===== src/rtl/core/ecs_pkg.sv =====
`default_nettype none
// ----------------------------------------------------------------------------
// ecs_pkg: shared types and constants of the crossfade selector
// Sizes, job record, queue status, back-end states and the gain table.
// ----------------------------------------------------------------------------
package ecs_pkg;

	localparam int MAX_CHANNELS    = 64;
	localparam int SAMPLE_BITS     = 24;
	localparam int GAIN_TABLE_BITS = 10;

	localparam int CH_BITS  = $clog2(MAX_CHANNELS);
	localparam int CNT_BITS = 7;
	localparam int LEN_BITS = 20;
	localparam int REM_BITS = LEN_BITS + 1;

	localparam int K_BITS       = GAIN_TABLE_BITS + 1;
	localparam int GAIN_ENTRIES = (1 << GAIN_TABLE_BITS) + 1;
	localparam int GAIN_BITS    = 31;
	localparam int GAIN_FRAC    = 30;
	localparam int PROD_BITS    = SAMPLE_BITS + GAIN_BITS + 1;
	localparam int SUM_BITS     = PROD_BITS + 1;
	localparam int DIV_STEPS    = K_BITS;
	localparam int STEP_BITS    = $clog2(DIV_STEPS);

	localparam int QUEUE_DEPTH    = 2;
	localparam int QUEUE_PTR_BITS = $clog2(QUEUE_DEPTH);
	localparam int QUEUE_CNT_BITS = QUEUE_PTR_BITS + 1;

	localparam logic [CNT_BITS-1:0] CHANNEL_COUNT_RESET = CNT_BITS'(8);
	localparam logic [LEN_BITS-1:0] FADE_LENGTH_RESET   = LEN_BITS'(2205);
	localparam logic [CNT_BITS-1:0] MIN_COUNT           = CNT_BITS'(2);
	localparam logic [CNT_BITS-1:0] MAX_COUNT           = CNT_BITS'(MAX_CHANNELS);

	// register indexes
	localparam logic REG_CHANNEL_COUNT = 1'b0;
	localparam logic REG_FADE_LENGTH   = 1'b1;

	// command codes
	localparam logic CMD_SAMPLE = 1'b0;
	localparam logic CMD_SELECT = 1'b1;

	localparam logic [63:0] PI_OVER_TWO_Q30 = 64'd1686629713;
	localparam logic [7:0]  TAYLOR_DIV [6]  = '{8'd6, 8'd20, 8'd42, 8'd72, 8'd110, 8'd156};

	typedef struct packed {
		logic signed [SAMPLE_BITS-1:0] cur;
		logic signed [SAMPLE_BITS-1:0] prev;
		logic                          fade;
		logic [LEN_BITS-1:0]           done;
		logic [LEN_BITS-1:0]           len;
	} job_t;

	typedef struct packed {
		logic full;
		logic empty;
	} queue_status_t;

	typedef enum logic [2:0] {
		BK_IDLE,
		BK_DIV,
		BK_ROM,
		BK_MUL,
		BK_SUM,
		BK_OUT
	} back_state_t;

	typedef logic [GAIN_BITS-1:0] gain_rom_t [GAIN_ENTRIES];

	// sine of k/2^G * pi/2 in Q30, Taylor series to the 13th power
	function automatic gain_rom_t gain_table();
		gain_rom_t   tbl;
		logic [63:0] x;
		logic [63:0] x2;
		logic [63:0] s;
		logic [63:0] t;
		for (int k = 0; k < GAIN_ENTRIES; k++) begin
			x  = (64'(k) * PI_OVER_TWO_Q30) >> GAIN_TABLE_BITS;
			x2 = (x * x) >> GAIN_FRAC;
			s  = x;
			t  = x;
			for (int j = 0; j < 6; j++) begin
				t = ((t * x2) >> GAIN_FRAC) / 64'(TAYLOR_DIV[j]);
				if ((j % 2) == 0) begin
					s = (s >= t) ? s - t : 64'd0;
				end else begin
					s = s + t;
				end
			end
			if (s > (64'd1 << GAIN_FRAC)) begin
				s = 64'd1 << GAIN_FRAC;
			end
			tbl[k] = s[GAIN_BITS-1:0];
		end
		return tbl;
	endfunction

endpackage
`default_nettype wire


===== src/rtl/core/ecs_if.sv =====
`default_nettype none
// ----------------------------------------------------------------------------
// ecs_if: channel interfaces of the crossfade selector
// Sample/command channel into the block and mixed-sample channel out of it.
// ----------------------------------------------------------------------------
interface ecs_in_if;
	logic                                  valid;
	logic                                  ready;
	logic                                  command;
	logic [ecs_pkg::CH_BITS-1:0]           channel;
	logic signed [ecs_pkg::SAMPLE_BITS-1:0] sample;
	logic                                  frame_end;

	modport source (output valid, command, channel, sample, frame_end, input ready);
	modport sink (input valid, command, channel, sample, frame_end, output ready);
endinterface

`default_nettype wire


===== src/rtl/core/ecs_front.sv =====
`default_nettype none
// ----------------------------------------------------------------------------
// ecs_front: transaction intake and channel tracking
// Handles selects and sample latching, keeps the fade counter and queues
// one mix job per frame end.
// ----------------------------------------------------------------------------
module ecs_front (
	input  wire logic                        clk,
	input  wire logic                        arst_n,
	ecs_in_if.sink                           audio,
	input  wire logic                        cfg_wr_en,
	input  wire logic                        cfg_index,
	input  wire logic [ecs_pkg::LEN_BITS-1:0] cfg_data,
	input  wire ecs_pkg::queue_status_t      q_status,
	output logic                             push,
	output ecs_pkg::job_t                    push_job
);

	logic [ecs_pkg::CNT_BITS-1:0]           channel_count_q;
	logic [ecs_pkg::LEN_BITS-1:0]           fade_length_q;
	logic [ecs_pkg::CH_BITS-1:0]            cur_ch_q;
	logic [ecs_pkg::CH_BITS-1:0]            prev_ch_q;
	logic signed [ecs_pkg::REM_BITS-1:0]    remaining_q;
	logic signed [ecs_pkg::SAMPLE_BITS-1:0] cur_smp_q;
	logic signed [ecs_pkg::SAMPLE_BITS-1:0] prev_smp_q;

	logic                                   accept;
	logic [ecs_pkg::CNT_BITS-1:0]           eff_count;
	logic                                   sel_ok;
	logic                                   hit_cur;
	logic                                   hit_prev;
	logic [ecs_pkg::LEN_BITS-1:0]           len_eff;
	logic [ecs_pkg::LEN_BITS-1:0]           rem_clamp;

	assign audio.ready = !q_status.full;
	assign accept      = audio.valid && audio.ready;

	always_comb begin
		if (channel_count_q < ecs_pkg::MIN_COUNT) begin
			eff_count = ecs_pkg::MIN_COUNT;
		end else if (channel_count_q > ecs_pkg::MAX_COUNT) begin
			eff_count = ecs_pkg::MAX_COUNT;
		end else begin
			eff_count = channel_count_q;
		end
	end

	assign sel_ok   = ({1'b0, audio.channel} < eff_count) && (audio.channel != cur_ch_q);
	assign hit_cur  = audio.channel == cur_ch_q;
	assign hit_prev = audio.channel == prev_ch_q;
	assign len_eff  = (fade_length_q == '0) ? ecs_pkg::LEN_BITS'(1) : fade_length_q;

	always_comb begin
		if (remaining_q[ecs_pkg::LEN_BITS-1:0] > len_eff) begin
			rem_clamp = len_eff;
		end else begin
			rem_clamp = remaining_q[ecs_pkg::LEN_BITS-1:0];
		end
	end

	assign push = accept && (audio.command == ecs_pkg::CMD_SAMPLE) && audio.frame_end;

	always_comb begin
		push_job.cur  = hit_cur ? audio.sample : cur_smp_q;
		push_job.prev = hit_prev ? audio.sample : prev_smp_q;
		push_job.fade = !remaining_q[ecs_pkg::REM_BITS-1];
		push_job.done = len_eff - rem_clamp;
		push_job.len  = len_eff;
	end

	always_ff @(posedge clk or negedge arst_n) begin
		if (!arst_n) begin
			channel_count_q <= ecs_pkg::CHANNEL_COUNT_RESET;
			fade_length_q   <= ecs_pkg::FADE_LENGTH_RESET;
			cur_ch_q        <= '0;
			prev_ch_q       <= '0;
			remaining_q     <= '0;
			cur_smp_q       <= '0;
			prev_smp_q      <= '0;
		end else begin
			if (accept) begin
				if (audio.command == ecs_pkg::CMD_SELECT) begin
					if (sel_ok) begin
						prev_ch_q   <= cur_ch_q;
						prev_smp_q  <= cur_smp_q;
						cur_ch_q    <= audio.channel;
						remaining_q <= {1'b0, len_eff};
					end
				end else begin
					if (hit_cur) begin
						cur_smp_q <= audio.sample;
					end
					if (hit_prev) begin
						prev_smp_q <= audio.sample;
					end
					if (audio.frame_end && !remaining_q[ecs_pkg::REM_BITS-1]) begin
						remaining_q <= remaining_q - ecs_pkg::REM_BITS'(1);
					end
				end
			end
			if (cfg_wr_en) begin
				case (cfg_index)
					ecs_pkg::REG_CHANNEL_COUNT: begin
						channel_count_q <= cfg_data[ecs_pkg::CNT_BITS-1:0];
					end
					ecs_pkg::REG_FADE_LENGTH: begin
						fade_length_q <= cfg_data;
						remaining_q   <= '0;
					end
					default: begin
					end
				endcase
			end
		end
	end

endmodule
`default_nettype wire


===== src/flat_wrapper.sv =====
// flat-port wrapper written by rule: the top's interface ports become plain ports
module ecs_front_flat 
  (clk, arst_n, cfg_wr_en, cfg_index, cfg_data, q_status, push, push_job, audio_valid, audio_command, audio_channel, audio_sample, audio_frame_end, audio_ready);
  ecs_in_if audio_i ();
  input  wire logic clk;
  input  wire logic arst_n;
  input  wire logic cfg_wr_en;
  input  wire logic cfg_index;
  input  wire logic [ecs_pkg::LEN_BITS-1:0] cfg_data;
  input  wire ecs_pkg::queue_status_t q_status;
  output logic push;
  output ecs_pkg::job_t push_job;
  input wire logic [$bits(audio_i.valid)-1:0] audio_valid;
  input wire logic [$bits(audio_i.command)-1:0] audio_command;
  input wire logic [$bits(audio_i.channel)-1:0] audio_channel;
  input wire logic [$bits(audio_i.sample)-1:0] audio_sample;
  input wire logic [$bits(audio_i.frame_end)-1:0] audio_frame_end;
  output wire logic [$bits(audio_i.ready)-1:0] audio_ready;
  assign audio_i.valid = audio_valid;
  assign audio_i.command = audio_command;
  assign audio_i.channel = audio_channel;
  assign audio_i.sample = audio_sample;
  assign audio_i.frame_end = audio_frame_end;
  assign audio_ready = audio_i.ready;
  ecs_front u_core (.clk(clk), .arst_n(arst_n), .audio(audio_i), .cfg_wr_en(cfg_wr_en), .cfg_index(cfg_index), .cfg_data(cfg_data), .q_status(q_status), .push(push), .push_job(push_job));
endmodule

===== config.mk =====
export PLATFORM = sky130hd
export DESIGN_NAME = ecs_front_flat
export DESIGN_NICKNAME = d
export VERILOG_FILES = /design/src/rtl/core/ecs_pkg.sv /design/src/rtl/core/ecs_if.sv /design/src/rtl/core/ecs_front.sv /design/src/flat_wrapper.sv
export SDC_FILE = /design/constraint.sdc
export NUM_CORES = 1
export LEC_CHECK = 0
export BUFFER_PORTS_ARGS = -buffer_cell sky130_fd_sc_hd__buf_2
export CAP_MARGIN = 20
export CORE_AREA = 4 4 131 133
export DETAILED_ROUTE_END_ITERATION = 8
export DIE_AREA = 0 0 135 137
export HOLD_SLACK_MARGIN = 0.03
export PLACE_DENSITY = 0.69
export SLEW_MARGIN = 20
export SYNTH_ARGS = -nofsm -noshare
export SYNTH_HDL_FRONTEND = slang
export SYNTH_SLANG_ARGS = --single-unit

===== constraint.sdc =====
create_clock -name clk -period 7.2 [get_ports clk]
set_input_delay 0 -clock clk [delete_from_list [all_inputs] [get_ports clk]]
set_output_delay 0 -clock clk [all_outputs]
set_load 0.05 [all_outputs]

# [Word-level counts from Yosys, hierarchy flattened]
# Cells that the tools add are included.
[totals] register_bits=108 input_bits=59 out_inout_bits=91 word_cells=46
[op_classes] add_sub_neg=2 order_cmp=4 n_eq_ne=4 muxes=14 bitwise=2 reduce_logical=13
[op_table] op="$mux 21" count=6
[op_table] op="$mux 24" count=4
[op_table] op="$mux 20" count=2
[op_table] op="$sub 21x2->21 const B" count=1
[op_table] op="$gt 20x20->1" count=1
[op_table] op="$logic_not 20->1" count=1
[op_table] op="$sub 20x20->20" count=1
[op_table] op="$mux 7" count=2
[op_table] op="$eq 6x6->1" count=2
[op_table] op="$reduce_and 2->1" count=4
[op_table] op="$gt 7x7->1 const B" count=1
[op_table] op="$lt 6x7->1" count=1
[op_table] op="$lt 7x2->1 const B" count=1
[op_table] op="$ne 6x6->1" count=1
[op_table] op="$logic_and 1x1->1" count=5
[op_table] op="$reduce_and 3->1" count=1
[op_table] op="$logic_not 1->1" count=2
[op_table] op="$ne 2x1->1 const B" count=1
[op_table] op="$not 1->1" count=2

# [Depth between registers and ports, before layout]
[depth] ltp_word=10 mapped_depth=22 ltp_nobuf=21

# [Worst setup path before layout]
# OpenSTA, ideal clock, no wires.
[synth_path] path_kind="register to output" from="register u_core.fade_length_q[1] (netlist bit)" to="output port push_job[36] (netlist bit)" arrival_time_ns=5.066 required_time_ns=7.200 slack_ns=2.134 stages_incl_launch_ff=22 n_path_buf=1 path_cell_list="dfrtp_1 -> inv_1 -> nand4_1 -> nor2_1 -> a31o_2 -> ha_1 -> nor2b_1 -> o211ai_1 -> a21boi_0 -> o41a_1 -> o41ai_1 -> clkbuf_1 -> a21oi_1 -> ha_1 -> fa_1 -> nor2b_1 -> o31a_1 -> o21ai_0 -> a21oi_1 -> o21a_1 -> o21ai_0 -> a31oi_1"
[synth_rtl] element="start, declared" line="ecs_front.sv:20" rtl="logic [ecs_pkg::LEN_BITS-1:0] fade_length_q;"
[synth_rtl] element="start signal, assigned" line="ecs_front.sv:74" rtl="fade_length_q <= ecs_pkg::FADE_LENGTH_RESET;"
[synth_rtl] element="start signal, assigned" line="ecs_front.sv:107" rtl="fade_length_q <= cfg_data;"
[synth_rtl] element="end, declared" line="flat_wrapper.sv:12" rtl="output ecs_pkg::job_t push_job;"

==> metrics <==
crit end category=output pin; layout cells sized above 1=29.4%; core area=15800 sq um; Worst slew margin=40.2%; DR vias/cell=5.52; DRC violations left=0; Iter 0 DRT Violations=375; Setup Skew=9.44 ps; Cells after Synth=802; vias in the first global route=6573; fin crit share=76.6%; Root Buffer=clkbuf_16; most frequent cell after synthesis=dfrtp_1; CTS Buffer Depth=2; Rows=46; sequential share of the synthesized area=36.8%; Routed Antenna Nets=0; commonest cells in the netlist=101 x dfrtp_1, 91 x mux2_2, 78 x nand2_1; max-slew violations=0; EDFF count, synth=0; Synth-to-Final Area Change=21.2%; synthesized area per cell=9.19 sq um; first-pass iteration count of the detailed router=5; CTS tree=done; main flop type after synthesis=dfrtp_1; Resized cells post-CTS=0; final core occ=56.5%; worst path cell trace=inv_1 -> nand4_1 -> nor2_1 -> a31o_2 -> ha_1 -> nor2b_1 -> o211ai_1 -> a21boi_0 -> o41a_1 -> o41ai_2 -> buf_4 -> nand2_1 -> o21a_1 -> ha_1 -> nor2b_1 -> o31a_1 -> o31ai_1 -> a22o_1 -> nand3b_1 -> a31oi_1 -> xnor2_1 -> buf_2; Synth warnings=0; async set-reset flop share out of synthesis=100%; Peak VDD IR=284 uV; Layout Nets=1059; WL final=20100 um; first-pass GRT wire length=33000 um; Worst Setup Path Type=flop to output pin; number of max-cap violations=0; gpl congestion=0.868; initial antenna violation count=0; via count=6483; H-tree depth=3; total CTS buffers=9; Hold Buf Count CTS=42; crit path DAT=5510 ps; Synth Cell Area=7370 sq um; TritonCTS Sinks=108; worst path required time=7200 ps; run status=completed; Antenna diodes=0; Total GRT Usage=22.1%; largest net degree at the start of global routing=58; largest area contributor in the netlist=dfrtp_1; Yosys top cell area share=34.3%; final critical-path required period=5510 ps; Clk pin slew, worst setup/hold paths=80 ps; Setup-failing EPs final=0; postcts setup bufs=0; Least-Margin Pin Slew=895 ps; flops & latches, synth=108; top cells by area, synth=dfrtp_1 34%, mux2_2 14%, ha_1 7.6%; RSZ-0062 raised after global routing=no; Hold Violations, Final=0; DIE HEIGHT=137 um; post-DR wirelength/cell=17.1 um; syn_nets=907; Critical Path Slowest Stage Cell=dfrtp_1; io pins=150; GRT Residual Overflow=0; startpoint types=flop; input/output buffers=148; area of the die=18500 sq um; effective utilization at floorplan=46.6%; worst min path class=input port to flop; worst-path fanout max=40; Leak=4.34 nW; Max Freq=181 MHz; DP HPWL=14100 um; pwr dens=367 nW/um^2; synth unique cells=61; crit-path max cell delay=440 ps; setup_tns=0 ps; die width=135 um; Clock Latency Late Sink=360 ps
[metrics by stage]
stage	worst slack (ps)	area (sq um)	power, mW	instances	hold slack (ps)
after CTS	1680	8940	3.29	1175	34.6
after global placement	2150	8230	2.74	1117	96.4
after floorplan	2130	7370	2.35	802	-296
after detailed placement	2090	8230	2.76	1117	100
final	1690	8940	3.28	1175	46.1
after global routing	1250	8940	3.48	1175	49.5
[metal layers]
metal / GRT usage (%) / routed length (um) / vias to the layer above
li1: - / - / 3164
met1: 29.0 / 8950 / 3098
met2: 37.2 / 9740 / 197
met3: 4.89 / 1130 / 24
met4: 5.99 / 295 / 0
met5: 0 / 0 / -
[layout make-up]
type	instances	area, sq um
Tap cell	216	270
Sequential cell	108	2710
Multi-Input combinational cell	598	4300
Timing Repair Buffer	198	1220
Inverter	39	146
Clock inverter	3	26.3
Fill cell	1450	6890
Clock buffer	13	260
[cells in the final DEF, fill, tap and decap left out, types with 3 or more instances in the layout]
master,netlist,final
nand3_1,16,16
o21a_1,8,8
xnor2_1,14,14
a22o_1,4,4
xor2_1,14,14
inv_6,0,3
nor2b_1,7,7
nor2_1,54,53
a211oi_1,3,3
a21o_1,7,7
o21ai_0,77,77
mux2_2,91,91
dlygate4sd3_1,0,42
nand2_1,78,78
ha_1,45,45
o31a_1,3,3
a32o_1,4,4
or3_1,3,3
and3_1,3,3
mux2i_1,29,29
nand4_1,13,13
dfrtp_1,101,101
a31oi_1,10,10
inv_1,38,38
a21boi_0,3,3
buf_4,0,9
clkbuf_16,0,9
buf_2,6,147
nor4_1,10,10
nor3_1,14,13
a21oi_1,56,56
dfstp_2,7,7
[kinds of logic (layout without fill, tap and decap cells)]
| kind of cell | after synthesis | after routing | share of synthesized area, % |
|---|---|---|---|
| compound gates | 196 | 196 | 16.0 |
| xor+xnor | 28 | 28 | 3.33 |
| fa+ha+maj | 46 | 46 | 7.91 |
| buf+inv | 96 | 253 | 5.19 |
| flops | 108 | 108 | 36.8 |
| mux | 120 | 120 | 17.8 |
| simple gates | 208 | 208 | 12.9 |
[path summary, 6_finish.rpt]
kind                                                  startpoint                                end  slack [ps]  cells after the start
max                          u_core.fade_length_q[1]$_DFFE_PN0P_                       push_job[39]        1690                     22
min                                             audio_sample[17]   u_core.cur_smp_q[17]$_DFFE_PN0P_          50                      3
max reg2reg                u_core.channel_count_q[2]$_DFFE_PN0P_     u_core.cur_ch_q[1]$_DFFE_PN0P_        3960                      7
min reg2reg                    u_core.prev_smp_q[19]$_DFFE_PN0P_  u_core.prev_smp_q[19]$_DFFE_PN0P_         480                      2
max in group asynchronous                                 arst_n    u_core.cur_smp_q[5]$_DFFE_PN0P_        5770                      3
min in group asynchronous                                 arst_n   u_core.cur_smp_q[16]$_DFFE_PN0P_         230                      2
[power by group]
| part | total, mW | leakage, nW | switching (mW) | internal, mW |
|---|---|---|---|---|
| Combinational | 1.90 | 2.79 | 1.31 | 0.585 |
| Sequential | 0.879 | 1.40 | 0.125 | 0.754 |
| Clock | 0.501 | 0.141 | 0.242 | 0.259 |
| Total | 3.28 | 4.34 | 1.68 | 1.60 |
[flip-flops by register name, summed over array words and instances (netlist names)]
name                    flops
u_core.cur_smp_q           24
u_core.prev_smp_q          24
u_core.remaining_q         21
u_core.fade_length_q       20
u_core.channel_count_q      7
u_core.cur_ch_q             6
u_core.prev_ch_q            6
[critical path: cells and delay by family (launching register included)]
family,cells,cell delay [ps]
fa+ha+maj,2,400
simple gates,6,650
compound gates,10,2560
xor+xnor,1,130
buf+inv,3,950
flops,1,440
(Power assumes the default switching activity.)
