`src/rtl/core/ecs_pkg.sv`:
```
`default_nettype none
// ----------------------------------------------------------------------------
// ecs_pkg: shared types and constants of the crossfade selector
// Sizes, job record, queue status, back-end states and the gain table.
// ----------------------------------------------------------------------------
package ecs_pkg;

	localparam int MAX_CHANNELS    = 64;
	localparam int SAMPLE_BITS     = 24;
	localparam int GAIN_TABLE_BITS = 10;

	localparam int CH_BITS  = $clog2(MAX_CHANNELS);
	localparam int CNT_BITS = 7;
	localparam int LEN_BITS = 20;
	localparam int REM_BITS = LEN_BITS + 1;

	localparam int K_BITS       = GAIN_TABLE_BITS + 1;
	localparam int GAIN_ENTRIES = (1 << GAIN_TABLE_BITS) + 1;
	localparam int GAIN_BITS    = 31;
	localparam int GAIN_FRAC    = 30;
	localparam int PROD_BITS    = SAMPLE_BITS + GAIN_BITS + 1;
	localparam int SUM_BITS     = PROD_BITS + 1;
	localparam int DIV_STEPS    = K_BITS;
	localparam int STEP_BITS    = $clog2(DIV_STEPS);

	localparam int QUEUE_DEPTH    = 2;
	localparam int QUEUE_PTR_BITS = $clog2(QUEUE_DEPTH);
	localparam int QUEUE_CNT_BITS = QUEUE_PTR_BITS + 1;

	localparam logic [CNT_BITS-1:0] CHANNEL_COUNT_RESET = CNT_BITS'(8);
	localparam logic [LEN_BITS-1:0] FADE_LENGTH_RESET   = LEN_BITS'(2205);
	localparam logic [CNT_BITS-1:0] MIN_COUNT           = CNT_BITS'(2);
	localparam logic [CNT_BITS-1:0] MAX_COUNT           = CNT_BITS'(MAX_CHANNELS);

	// register indexes
	localparam logic REG_CHANNEL_COUNT = 1'b0;
	localparam logic REG_FADE_LENGTH   = 1'b1;

	// command codes
	localparam logic CMD_SAMPLE = 1'b0;
	localparam logic CMD_SELECT = 1'b1;

	localparam logic [63:0] PI_OVER_TWO_Q30 = 64'd1686629713;
	localparam logic [7:0]  TAYLOR_DIV [6]  = '{8'd6, 8'd20, 8'd42, 8'd72, 8'd110, 8'd156};

	typedef struct packed {
		logic signed [SAMPLE_BITS-1:0] cur;
		logic signed [SAMPLE_BITS-1:0] prev;
		logic                          fade;
		logic [LEN_BITS-1:0]           done;
		logic [LEN_BITS-1:0]           len;
	} job_t;

	typedef struct packed {
		logic full;
		logic empty;
	} queue_status_t;

	typedef enum logic [2:0] {
		BK_IDLE,
		BK_DIV,
		BK_ROM,
		BK_MUL,
		BK_SUM,
		BK_OUT
	} back_state_t;

	typedef logic [GAIN_BITS-1:0] gain_rom_t [GAIN_ENTRIES];

	// sine of k/2^G * pi/2 in Q30, Taylor series to the 13th power
	function automatic gain_rom_t gain_table();
		gain_rom_t   tbl;
		logic [63:0] x;
		logic [63:0] x2;
		logic [63:0] s;
		logic [63:0] t;
		for (int k = 0; k < GAIN_ENTRIES; k++) begin
			x  = (64'(k) * PI_OVER_TWO_Q30) >> GAIN_TABLE_BITS;
			x2 = (x * x) >> GAIN_FRAC;
			s  = x;
			t  = x;
			for (int j = 0; j < 6; j++) begin
				t = ((t * x2) >> GAIN_FRAC) / 64'(TAYLOR_DIV[j]);
				if ((j % 2) == 0) begin
					s = (s >= t) ? s - t : 64'd0;
				end else begin
					s = s + t;
				end
			end
			if (s > (64'd1 << GAIN_FRAC)) begin
				s = 64'd1 << GAIN_FRAC;
			end
			tbl[k] = s[GAIN_BITS-1:0];
		end
		return tbl;
	endfunction

endpackage
`default_nettype wire

```
`src/rtl/core/ecs_queue.sv`:
```
`default_nettype none
// ----------------------------------------------------------------------------
// ecs_queue: job queue between front and back end
// Two-entry first-in first-out store of mix jobs.
// ----------------------------------------------------------------------------
module ecs_queue (
	input  wire logic                   clk,
	input  wire logic                   arst_n,
	input  wire logic                   push,
	input  wire ecs_pkg::job_t          push_job,
	input  wire logic                   pop,
	output ecs_pkg::job_t               head_job,
	output ecs_pkg::queue_status_t      status
);

	ecs_pkg::job_t                       entry_q [ecs_pkg::QUEUE_DEPTH];
	logic [ecs_pkg::QUEUE_PTR_BITS-1:0] wr_ptr_q;
	logic [ecs_pkg::QUEUE_PTR_BITS-1:0] rd_ptr_q;
	logic [ecs_pkg::QUEUE_CNT_BITS-1:0] count_q;
	logic                               do_push;
	logic                               do_pop;

	assign status.full  = count_q == ecs_pkg::QUEUE_CNT_BITS'(ecs_pkg::QUEUE_DEPTH);
	assign status.empty = count_q == '0;
	assign do_push      = push && !status.full;
	assign do_pop       = pop && !status.empty;
	assign head_job     = entry_q[rd_ptr_q];

	always_ff @(posedge clk) begin
		if (do_push) begin
			entry_q[wr_ptr_q] <= push_job;
		end
	end

	always_ff @(posedge clk or negedge arst_n) begin
		if (!arst_n) begin
			wr_ptr_q <= '0;
			rd_ptr_q <= '0;
			count_q  <= '0;
		end else begin
			if (do_push) begin
				wr_ptr_q <= wr_ptr_q + ecs_pkg::QUEUE_PTR_BITS'(1);
			end
			if (do_pop) begin
				rd_ptr_q <= rd_ptr_q + ecs_pkg::QUEUE_PTR_BITS'(1);
			end
			case ({do_push, do_pop})
				2'b10:   count_q <= count_q + ecs_pkg::QUEUE_CNT_BITS'(1);
				2'b01:   count_q <= count_q - ecs_pkg::QUEUE_CNT_BITS'(1);
				default: count_q <= count_q;
			endcase
		end
	end

endmodule
`default_nettype wire

```
`config.mk`:
```
export PLATFORM = sky130hd
export DESIGN_NAME = ecs_queue
export DESIGN_NICKNAME = d
export VERILOG_FILES = /design/src/rtl/core/ecs_pkg.sv /design/src/rtl/core/ecs_queue.sv
export SDC_FILE = /design/constraint.sdc
export NUM_CORES = 1
export LEC_CHECK = 0
export ABC_CLOCK_PERIOD_IN_PS = 8119
export CAP_MARGIN = 20
export CORE_ASPECT_RATIO = 1.4
export CORE_UTILIZATION = 40
export CTS_BUF_LIST = sky130_fd_sc_hd__clkbuf_8 sky130_fd_sc_hd__clkbuf_16
export DETAILED_ROUTE_END_ITERATION = 7
export DONT_BUFFER_PORTS = 1
export PLACE_DENSITY = 0.54
export SLEW_MARGIN = 30
export SYNTH_ARGS = -nofsm -noshare
export SYNTH_HDL_FRONTEND = slang
export SYNTH_SLANG_ARGS = --single-unit
```
`constraint.sdc`:
```
create_clock -name clk -period 8.12 [get_ports clk]
set_input_delay 1.218 -clock clk [delete_from_list [all_inputs] [get_ports clk]]
set_output_delay 1.218 -clock clk [all_outputs]
set_load 0.02 [all_outputs]
```
# After elaboration in Yosys (flattened, before gate mapping)
# Memory sizes are Yosys's and may differ from the RTL's.
# Index checks and enable logic that the tools add are counted.
[word_totals]
romBits = 0
word_cells = 20
latch_bits = 0
ram_bits = 178
out_inout_bits = 91
inputBits = 93
regBits = 4
mem_count = 1
[mem_list]
columns = ["memory", "words", "word_bits", "rd", "rd_clocked_by_memory_dff", "write_ports", "line", "source"]
rows = [
  ["entry_q", 2, 89, 1, 0, 1, "ecs_queue.sv:16", "ecs_pkg::job_t entry_q [ecs_pkg::QUEUE_DEPTH];"],
]
[op_classes]
add_sub_neg = 4
n_lt_le_gt_ge = 0
eq_ne = 3
bitwise_logic = 0
shift = 0
n_div = 0
n_reduce_logical = 6
mul = 0
muxes = 3
[op_table]
columns = ["cell", "count"]
rows = [
  ["$eq 2x2->1 const B", 2],
  ["$pmux 2 s2", 1],
  ["$add 1x1->1 const B", 2],
  ["$add 2x1->2 const B", 1],
  ["$eq 2x1->1 const B", 1],
  ["$logic_and 1x1->1", 2],
  ["$logic_not 1->1", 2],
  ["$logic_not 2->1", 1],
  ["$mux 1", 2],
  ["$reduce_bool 2->1", 1],
  ["$sub 2x1->2 const B", 1],
]

# Depth between registers and ports, before layout
# Gate-level depths: netlist (run 1).
[logic_depth]
depth_word = 5
ltp_mapped = 6
depth_no_buf = 6

# Least setup slack after synthesis (run 1)
# OpenSTA, ideal clock, no wires.
[synth_path]
kind = "input -> register"
from = "input push"
to = "memory entry_q[0][0] (netlist name), enable pin"
path_buffers = 0
t_arrival_ns = 5.020
setup_ns = 0.537
path_stages = 2
t_required_ns = 7.583
slack_ns = 2.562
path_cell_list = "nand2_1 -> nor2_1"
[synth_between]
elab_chain_cells = 3
[synth_lines]
columns = ["item", "line", "source"]
rows = [
  ["start: declaration", "ecs_queue.sv:9", "input wire logic push,"],
  ["$logic_and 1x1->1", "ecs_queue.sv:25", "assign do_push = push && !status.full;"],
  ["$mux 1", "ecs_queue.sv:30", "if (do_push) begin"],
  ["$mux 1 (not written as such)", "ecs_queue.sv:31", "entry_q[wr_ptr_q] <= push_job;"],
  ["end: declaration", "ecs_queue.sv:16", ""],
]
# No other way between the ends.

==> flow_summary.toml, run 1 <==
[final_layout]
multi_input_area_mm2 = 0.001439
utilization_pct = 44.73
area_growth_pct = 9.685
layout.cells.non_filler = 555
fillers = 1481
fin_area_mm2 = 0.007751
fin_nets = 402
diodes = 0
drive_gt1_share_pct = 38.24
seqCellArea_mm2 = 0.005449

[global_route]
antenna_found_initial = 0
grt_pass1_wl_mm = 16.46
grt_overflow = 0
grt_max_degree = 48
grt_pass1_vias = 2858
grtUsageTotal_pct = 12.78

[yosys]
synthCells = 295
syn-cell-area_mm2 = 0.007067
synth_cell_types = 14
synth-seq-cells = 182
ys_seq_area_share_pct = 77.05
synth_area_per_cell_um2 = 23.96
synth_nets = 389
yosys_warnings = 0

[die]
io_pins = 184
rows = 57
initial_core_util_pct = 40.78
core_mm2 = 0.01733
die_y_um = 159.3
die_w_um = 114.3
die_area_mm2 = 0.01821

[setup_path]
path_max_fanout = 47
worstSetupEndpointType = "primary output"
critPathRequiredTime_ns = 6.90
critical_path_class = "reg -> out"
crit_arrival_ns = 2.65
worstSetupStartpointType = "flip-flop"

[detailed_routing]
drt_iter0_markers = 148
wl_per_cell_um = 20.36
dr.pass1.iters = 4
drcViolationCount = 0
ant_nets = 0
viasPerCell = 4.820
routed_wl_mm = 11.30
vias = 2675

[placed_design]
dp_cells = 525
port_buffers = 0
post_dp_cell_area_mm2 = 0.007217
place_hpwl_mm = 7.364
routabilityCongestion = 0.6781

[timing]
slew_headroom_pct = 41.10
rsz0062_at_grt = "no"
period_needed_ns = 3.869
worst_pin_slew_ns = 0.8836
final.setup_skew_ns = 0.01055
max_freq_mhz = 258.5
final.setup.tns_ns = 0
min_period_over_period_pct = 47.64
drv_slew = 0
setup_viol = 0
hold_viol = 0

[job]
cap_violations = 0

[clocking]
clk_pin_slew_ns = 0.06
insertion_delay_ns = 0.42
clockBufferDepth = 2
cts_setup_buffers = 0
htree_levels = 4
holdBufCountCts = 0
cts_tree = "yes"
cts-resized-gates = 0
cts.sinks = 182
root_buffer = "clkbuf_16"
cts_buffers = 17

[run_status]
status = "completed"

[power]
p_total_w = 0.003084
ir_drop_mv = 0.3300
p_per_area_mw_per_mm2 = 397.8
p_leak_nw = 2.760

[hold_path]
min_path_type = "in -> async"
-- cells in the final DEF, fill, tap and decap left out, drive strengths merged --
cell type,n
bufinv,1
nor2,3
nor2b,1
mux2,89
ha,1
dfrtp,4
edfxtp,178
xnor2,3
nand2b,1
nand2,1
clkinvlp,2
and3,1
inv,5
buf,4
clkbuf,17
clkinv,6
xor2,2
-- flip-flops by register name, summed over array words and instances, names as in the netlist --
register and count:
count_q 2, entry_q 178, wr_ptr_q 1, rd_ptr_q 1
-- worst paths after layout --
kind                            startpoint        endpoint  slack (ns)  depth (start not counted)
min in group clk                count_q[1]      count_q[1]        0.50                          1
worst max register to register  count_q[0]  entry_q[1][66]        5.88                          3
worst min register to register  count_q[1]      count_q[1]        0.50                          1
max in group asynchronous           arst_n        rd_ptr_q        7.54                          0
worst min-delay path                arst_n      count_q[1]        0.50                          0
worst max-delay path              rd_ptr_q    head_job[66]        4.25                          2
-- critical path, cell delays in order, from the launching register on --
cell and delay (ns):
dfrtp_4 0.94, buf_4 0.78, mux2_4 0.40
-- kinds of logic after synthesis --
kind of cell  share of synthesized area, %
buf+inv                              2.762
fa+ha+maj                           0.1770
mux                                  18.91
flops                                77.05
simple gates                        0.4782
xor+xnor                            0.6198
-- power by group --
part,total (W),switching [W],internal (W)
clock network,0.000746,0.000329,0.000417
registers,0.00140,0.000113,0.00129
logic,0.000937,0.000552,0.000385
-- layout make-up --
class / count / share of cell area [%]
Sequential cell: 182 / 70.30
Multi-Input combinational cell: 102 / 18.56
Clock buffer: 17 / 5.488
Tap cell: 236 / 3.810
Clock inverter: 13 / 1.404
Timing Repair Buffer: 4 / 0.3874
Inverter: 1 / 0.04843
-- synth_stat cells --
master | count | area, µm²
buf_12 | 9 | 180.2
nand2b_1 | 1 | 6.260
dfrtp_1 | 4 | 100.1
ha_1 | 1 | 12.51
edfxtp_1 | 178 | 5345
buf_6 | 1 | 11.26
mux2_4 | 89 | 1336
nor2b_1 | 1 | 6.260
and3_1 | 1 | 6.260
inv_1 | 1 | 3.750
xnor2_1 | 3 | 26.28
nor2_1 | 3 | 11.26
xor2_1 | 2 | 17.52
nand2_1 | 1 | 3.750
-- metrics by stage --
stage	setup WS, ns	hold slack (ns)
floorplan	2.562	0.4608
global placement	4.681	0.4850
detailed placement	4.632	0.4973
CTS	4.170	0.4677
global route	4.100	0.4692
finish	4.251	0.4989
-- metal layers --
layer	vias up	global-route usage, %	wire (µm)
met5	-	0	0
met4	0	6.434	280
met3	15	6.662	1149
met2	121	21.90	6109
met1	1353	12.33	3760
li1	1186	-	-
Power figures use the tool's default switching activity.
==> run 2: changes to the inputs <==
ABC_CLOCK_PERIOD_IN_PS = 3500   (was 8119)
PLACE_DENSITY = 0.56   (was 0.54)
clock period = 3.5 ns   (was 8.12 ns; I/O delays follow)
==> run 2 against run 1 <==
Compared with the run above:
- sequential share of layout area decreased by 0.40 points
- global-route usage grew 0.24 points
- worst setup slack worse by 3.4 ns
- largest cell class unchanged
==> flow_summary.toml, run 2 (same netlist as run 1, synthesis figures left out) <==
[placed_design]
routabilityCongestion = 0.7163
place_hpwl_mm = 7.558
pre_cts_ws_ns = 1.257
port_buffers = 0

[timing]
period_needed_ns = 2.657
max_freq_mhz = 376.4
min_period_over_period_pct = 75.90
final.setup.tns_ns = 0
hold_viol = 0
worst_pin_slew_ns = 0.7119
fin_ws_ns = 0.8435
setup_viol = 0
final.setup_skew_ns = 0.005001
slew_headroom_pct = 52.54
rsz0062_at_grt = "no"
drv_slew = 0

[final_layout]
final_common_cell = "edfxtp_1"
largest_reg_flops = 178
reg_top3 = "entry_q x178, count_q x2"
final_cell_mix = "edfxtp_1, mux2_4, clkbuf_16, inv_6"
largest_register = "entry_q"
fin_nets = 404
utilization_pct = 44.98
drive_gt1_share_pct = 38.51
area_growth_pct = 10.30
diodes = 0

[setup_path]
worstSetupEndpointType = "primary output"
max_stage_delay_ns = 0.84
critical_path_class = "reg -> out"
r2r_slack_ns = 1.56
cp_num_buf_inv = 1
cp_cell_sequence = "buf_4 -> mux2_4"
crit_arrival_ns = 2.13
critPathSlowestCell = "dfrtp_4"
worstRegToRegCells = 3
path_max_fanout = 32
worstSetupStartpointType = "flip-flop"
critPathRequiredTime_ns = 2.97
crit_family = "flip-flops"
r2r_start = "count_q[0]"
rr_endpoint = "entry_q[1][68]"

[global_route]
grt_max_degree = 49
grt_pass1_wl_mm = 16.47
grtUsageTotal_pct = 13.01
grt_overflow = 0
antenna_found_initial = 0
grt_pass1_vias = 2885

[hold_path]
min_path_type = "in -> reg"
min_to = "entry_q[1][59]"
holdPathStages = 0
min_from = "push_job[59]"

[clocking]
clk_pin_slew_ns = 0.06
htree_levels = 4
root_buffer = "clkbuf_16"
clockBufferDepth = 2
insertion_delay_ns = 0.41
cts-resized-gates = 0
holdBufCountCts = 1
cts_buffers = 17
cts.sinks = 182
cts_tree = "yes"
cts_setup_buffers = 0

[power]
ir_drop_mv = 0.5736
p_leak_nw = 2.781
p_per_area_mw_per_mm2 = 921.2

[die]
core_mm2 = 0.01733
rows = 57
io_pins = 184
die_area_mm2 = 0.01821
die_y_um = 159.3
die_w_um = 114.3
initial_core_util_pct = 40.78

[detailed_routing]
routed_wl_mm = 11.46
drt_iter0_markers = 139
drcViolationCount = 0
viasPerCell = 4.837
vias = 2699
ant_nets = 0
wl_per_cell_um = 20.53
dr.pass1.iters = 4

[job]
cap_violations = 0

[run_status]
status = "completed"
[run 2: cell count changes in the layout (fill, tap and decap cells not counted)]
cell           delta
clkinv_4          -2
buf_12            +2
clkinv_2          +2
buf_4             -1
inv_6             +1
dlygate4sd3_1     +1
[run 2: layout make-up]
| cell class | count | area (µm²) |
|---|---|---|
| tap | 236 | 295.3 |
| fill | 1482 | 9535 |
| inverter | 1 | 3.754 |
| clock buffer | 17 | 425.4 |
| clock inverter | 14 | 110.1 |
| sequential | 182 | 5449 |
| multi-input combinational | 102 | 1439 |
| timing repair buffer | 6 | 72.57 |
[run 2: worst max path at each step]
stage | from | slack (ns) | end | cells after the start
floorplan | count_q[0] | 0.11 | entry_q[0][0] | 3
global placement | rd_ptr_q | 1.29 | head_job[68] | 2
detailed placement | rd_ptr_q | 1.26 | head_job[68] | 2
CTS | rd_ptr_q | 0.79 | head_job[68] | 2
global route | rd_ptr_q | 0.74 | head_job[68] | 2
finish | rd_ptr_q | 0.84 | head_job[68] | 2
[run 2: through the flow]
stage	hold slack, ns	area [µm²]	total power, W	cells
2_1_floorplan	0.2294	7069	0.005402	295
3_3_place_gp	0.2296	7249	0.005531	526
3_5_place_dp	0.2295	7249	0.005563	526
4_1_cts	0.1773	7795	0.007306	558
5_1_grt	0.1693	7795	0.007504	558
6_report	0.1999	7795	0.007181	558
[run 2: per-layer routing]
metal  vias to the layer above  share of wire, %  global-route usage [%]
li1                       1198                 -                       -
met1                      1368                32                   11.61
met2                       111                56                   23.44
met3                        22               8.7                   5.786
met4                         0               3.3                   7.851
met5                         -                 0                       0
[run 2: report_power, final]
part	switching, W	internal [W]	total [W]	leakage, nW
sequential	0.000234	0.00299	0.00322	1.70
clock	0.000754	0.000969	0.00172	0.264
combinational	0.00132	0.000913	0.00224	0.818
==> run 3: changes to the inputs <==
ABC_CLOCK_PERIOD_IN_PS = 2250   (was 3500)
clock period = 2.25 ns   (was 3.5 ns; I/O delays follow)
==> run 3 against run 2 <==
Compared with the run above:
- sequential power grew 53%
- non-clock buffer count up 96
- global-route usage is 0.25 points higher
- via count increased by 12%
- routed wire length is 3.0% higher
- first-iteration DRC count up 15%
- die area unchanged
- design area increased by 13%
- register-to-register slack got worse by 0.97 ns
- largest power group unchanged
- sequential share of layout area down 8.1 points
- worst setup slack got worse by 0.66 ns
==> flow_summary.toml, run 3 (same netlist as run 1, synthesis figures left out) <==
[run_status]
status = "completed"

[clocking]
clockBufferDepth = 2
root_buffer = "clkbuf_16"
htree_levels = 4
cts_buffers = 17
cts_setup_buffers = 0
cts_tree = "yes"
insertion_delay_ns = 0.41
cts.sinks = 182
clk_pin_slew_ns = 0.07

[setup_path]
path_max_fanout = 29
critical_path_class = "reg -> out"
worstSetupEndpointType = "primary output"
critPathRequiredTime_ns = 1.91
crit_arrival_ns = 1.73
worstSetupStartpointType = "flip-flop"

[power]
p_leak_nw = 3.210
p_per_area_mw_per_mm2 = 1314
ir_drop_mv = 0.9369

[die]
core_mm2 = 0.01733
die_y_um = 159.3
rows = 57
io_pins = 184
initial_core_util_pct = 40.78
die_w_um = 114.3
die_area_mm2 = 0.01821

[detailed_routing]
viasPerCell = 4.624
vias = 3024
wl_per_cell_um = 18.04
dr.pass1.iters = 4
ant_nets = 0
drcViolationCount = 0
drt_iter0_markers = 160
routed_wl_mm = 11.80

[placed_design]
place_hpwl_mm = 7.440
pre_cts_ws_ns = 0.5734
port_buffers = 0
routabilityCongestion = 0.6862

[timing]
hold_viol = 0
final.setup.tns_ns = 0
rsz0062_at_grt = "no"
final.setup_skew_ns = 0.007531
period_needed_ns = 2.066
fin_ws_ns = 0.1838
min_period_over_period_pct = 91.83
drv_slew = 0
worst_pin_slew_ns = 0.5738
setup_viol = 0
max_freq_mhz = 484.0
slew_headroom_pct = 61.75

[final_layout]
fillers = 1393
drive_gt1_share_pct = 31.58
final_cell_mix = "edfxtp_1, dlygate4sd3_1, mux2_4, clkbuf_16"
largest_register = "entry_q"
reg_top3 = "entry_q x178, count_q x2"
area_growth_pct = 24.72
multi_input_area_mm2 = 0.001454
final_common_cell = "edfxtp_1"
fin_nets = 500
utilization_pct = 50.86
diodes = 0
seqCellArea_mm2 = 0.005449
largest_reg_flops = 178

[global_route]
grtUsageTotal_pct = 13.26
grt_max_degree = 48
grt_overflow = 0
grt_pass1_vias = 3314
antenna_found_initial = 0
grt_pass1_wl_mm = 17.63

[job]
cap_violations = 0

[hold_path]
min_path_type = "in -> reg"
[run 3: changes by cell type in the layout (fill, tap and decap cells not counted), sizes merged]
cell	before	now
dlygate4sd3	1	92
buf	5	10
clkinv	6	7
inv	6	5
[run 3: through the flow]
stage,area [µm²],total power (W),std cells,hold slack (ns)
floorplan,7091,0.008395,295,0.04191
global placement,7340,0.008734,531,0.04205
detailed placement,7340,0.008809,531,0.04208
CTS,8763,0.01173,649,0.0001422
global route,8813,0.01205,654,0.08822
finish,8813,0.01158,654,0.1034
[run 3: path summary, 6_finish.rpt]
path                       startpoint             end  slack (ns)  cells past startpoint
max                          rd_ptr_q    head_job[73]        0.18                      2
min                              push        wr_ptr_q        0.10                      2
max reg2reg                count_q[0]  entry_q[0][25]        0.59                      4
min reg2reg                count_q[0]      count_q[0]        0.54                      1
max in group asynchronous      arst_n        rd_ptr_q        1.86                      1
min in group asynchronous      arst_n        rd_ptr_q        0.19                      1
[run 3: cell type report]
class | count | area share (%)
clock buffer | 17 | 4.827
clock inverter | 14 | 1.448
inverter | 1 | 0.04259
multi-input combinational | 102 | 16.50
sequential | 182 | 61.83
tap | 236 | 3.350
timing repair buffer | 102 | 12.01
[run 3: layer usage]
layer / global-route usage (%) / routed length (µm)
met2: 23.17 / 6368
met4: 6.434 / 303
met3: 4.911 / 764
met1: 13.87 / 4359
met5: 0 / 0
[run 3: timing repair]
item / in CTS / in global routing
gates resized for setup: 0 / 0
hold buffers: 87 / 5
hold endpoints to repair: 174 / 8
[run 3: report_power, final]
| group | internal [W] | switching (W) |
|---|---|---|
| Combinational | 0.00164 | 0.00225 |
| Clock | 0.00153 | 0.00123 |
| Sequential | 0.00464 | 0.000283 |
| Total | 0.00781 | 0.00377 |
[run 3: worst max-delay path, cell delays in order (launching register included)]
cell and delay [ns]:
dfrtp_4 0.63, buf_12 0.29, mux2_4 0.37
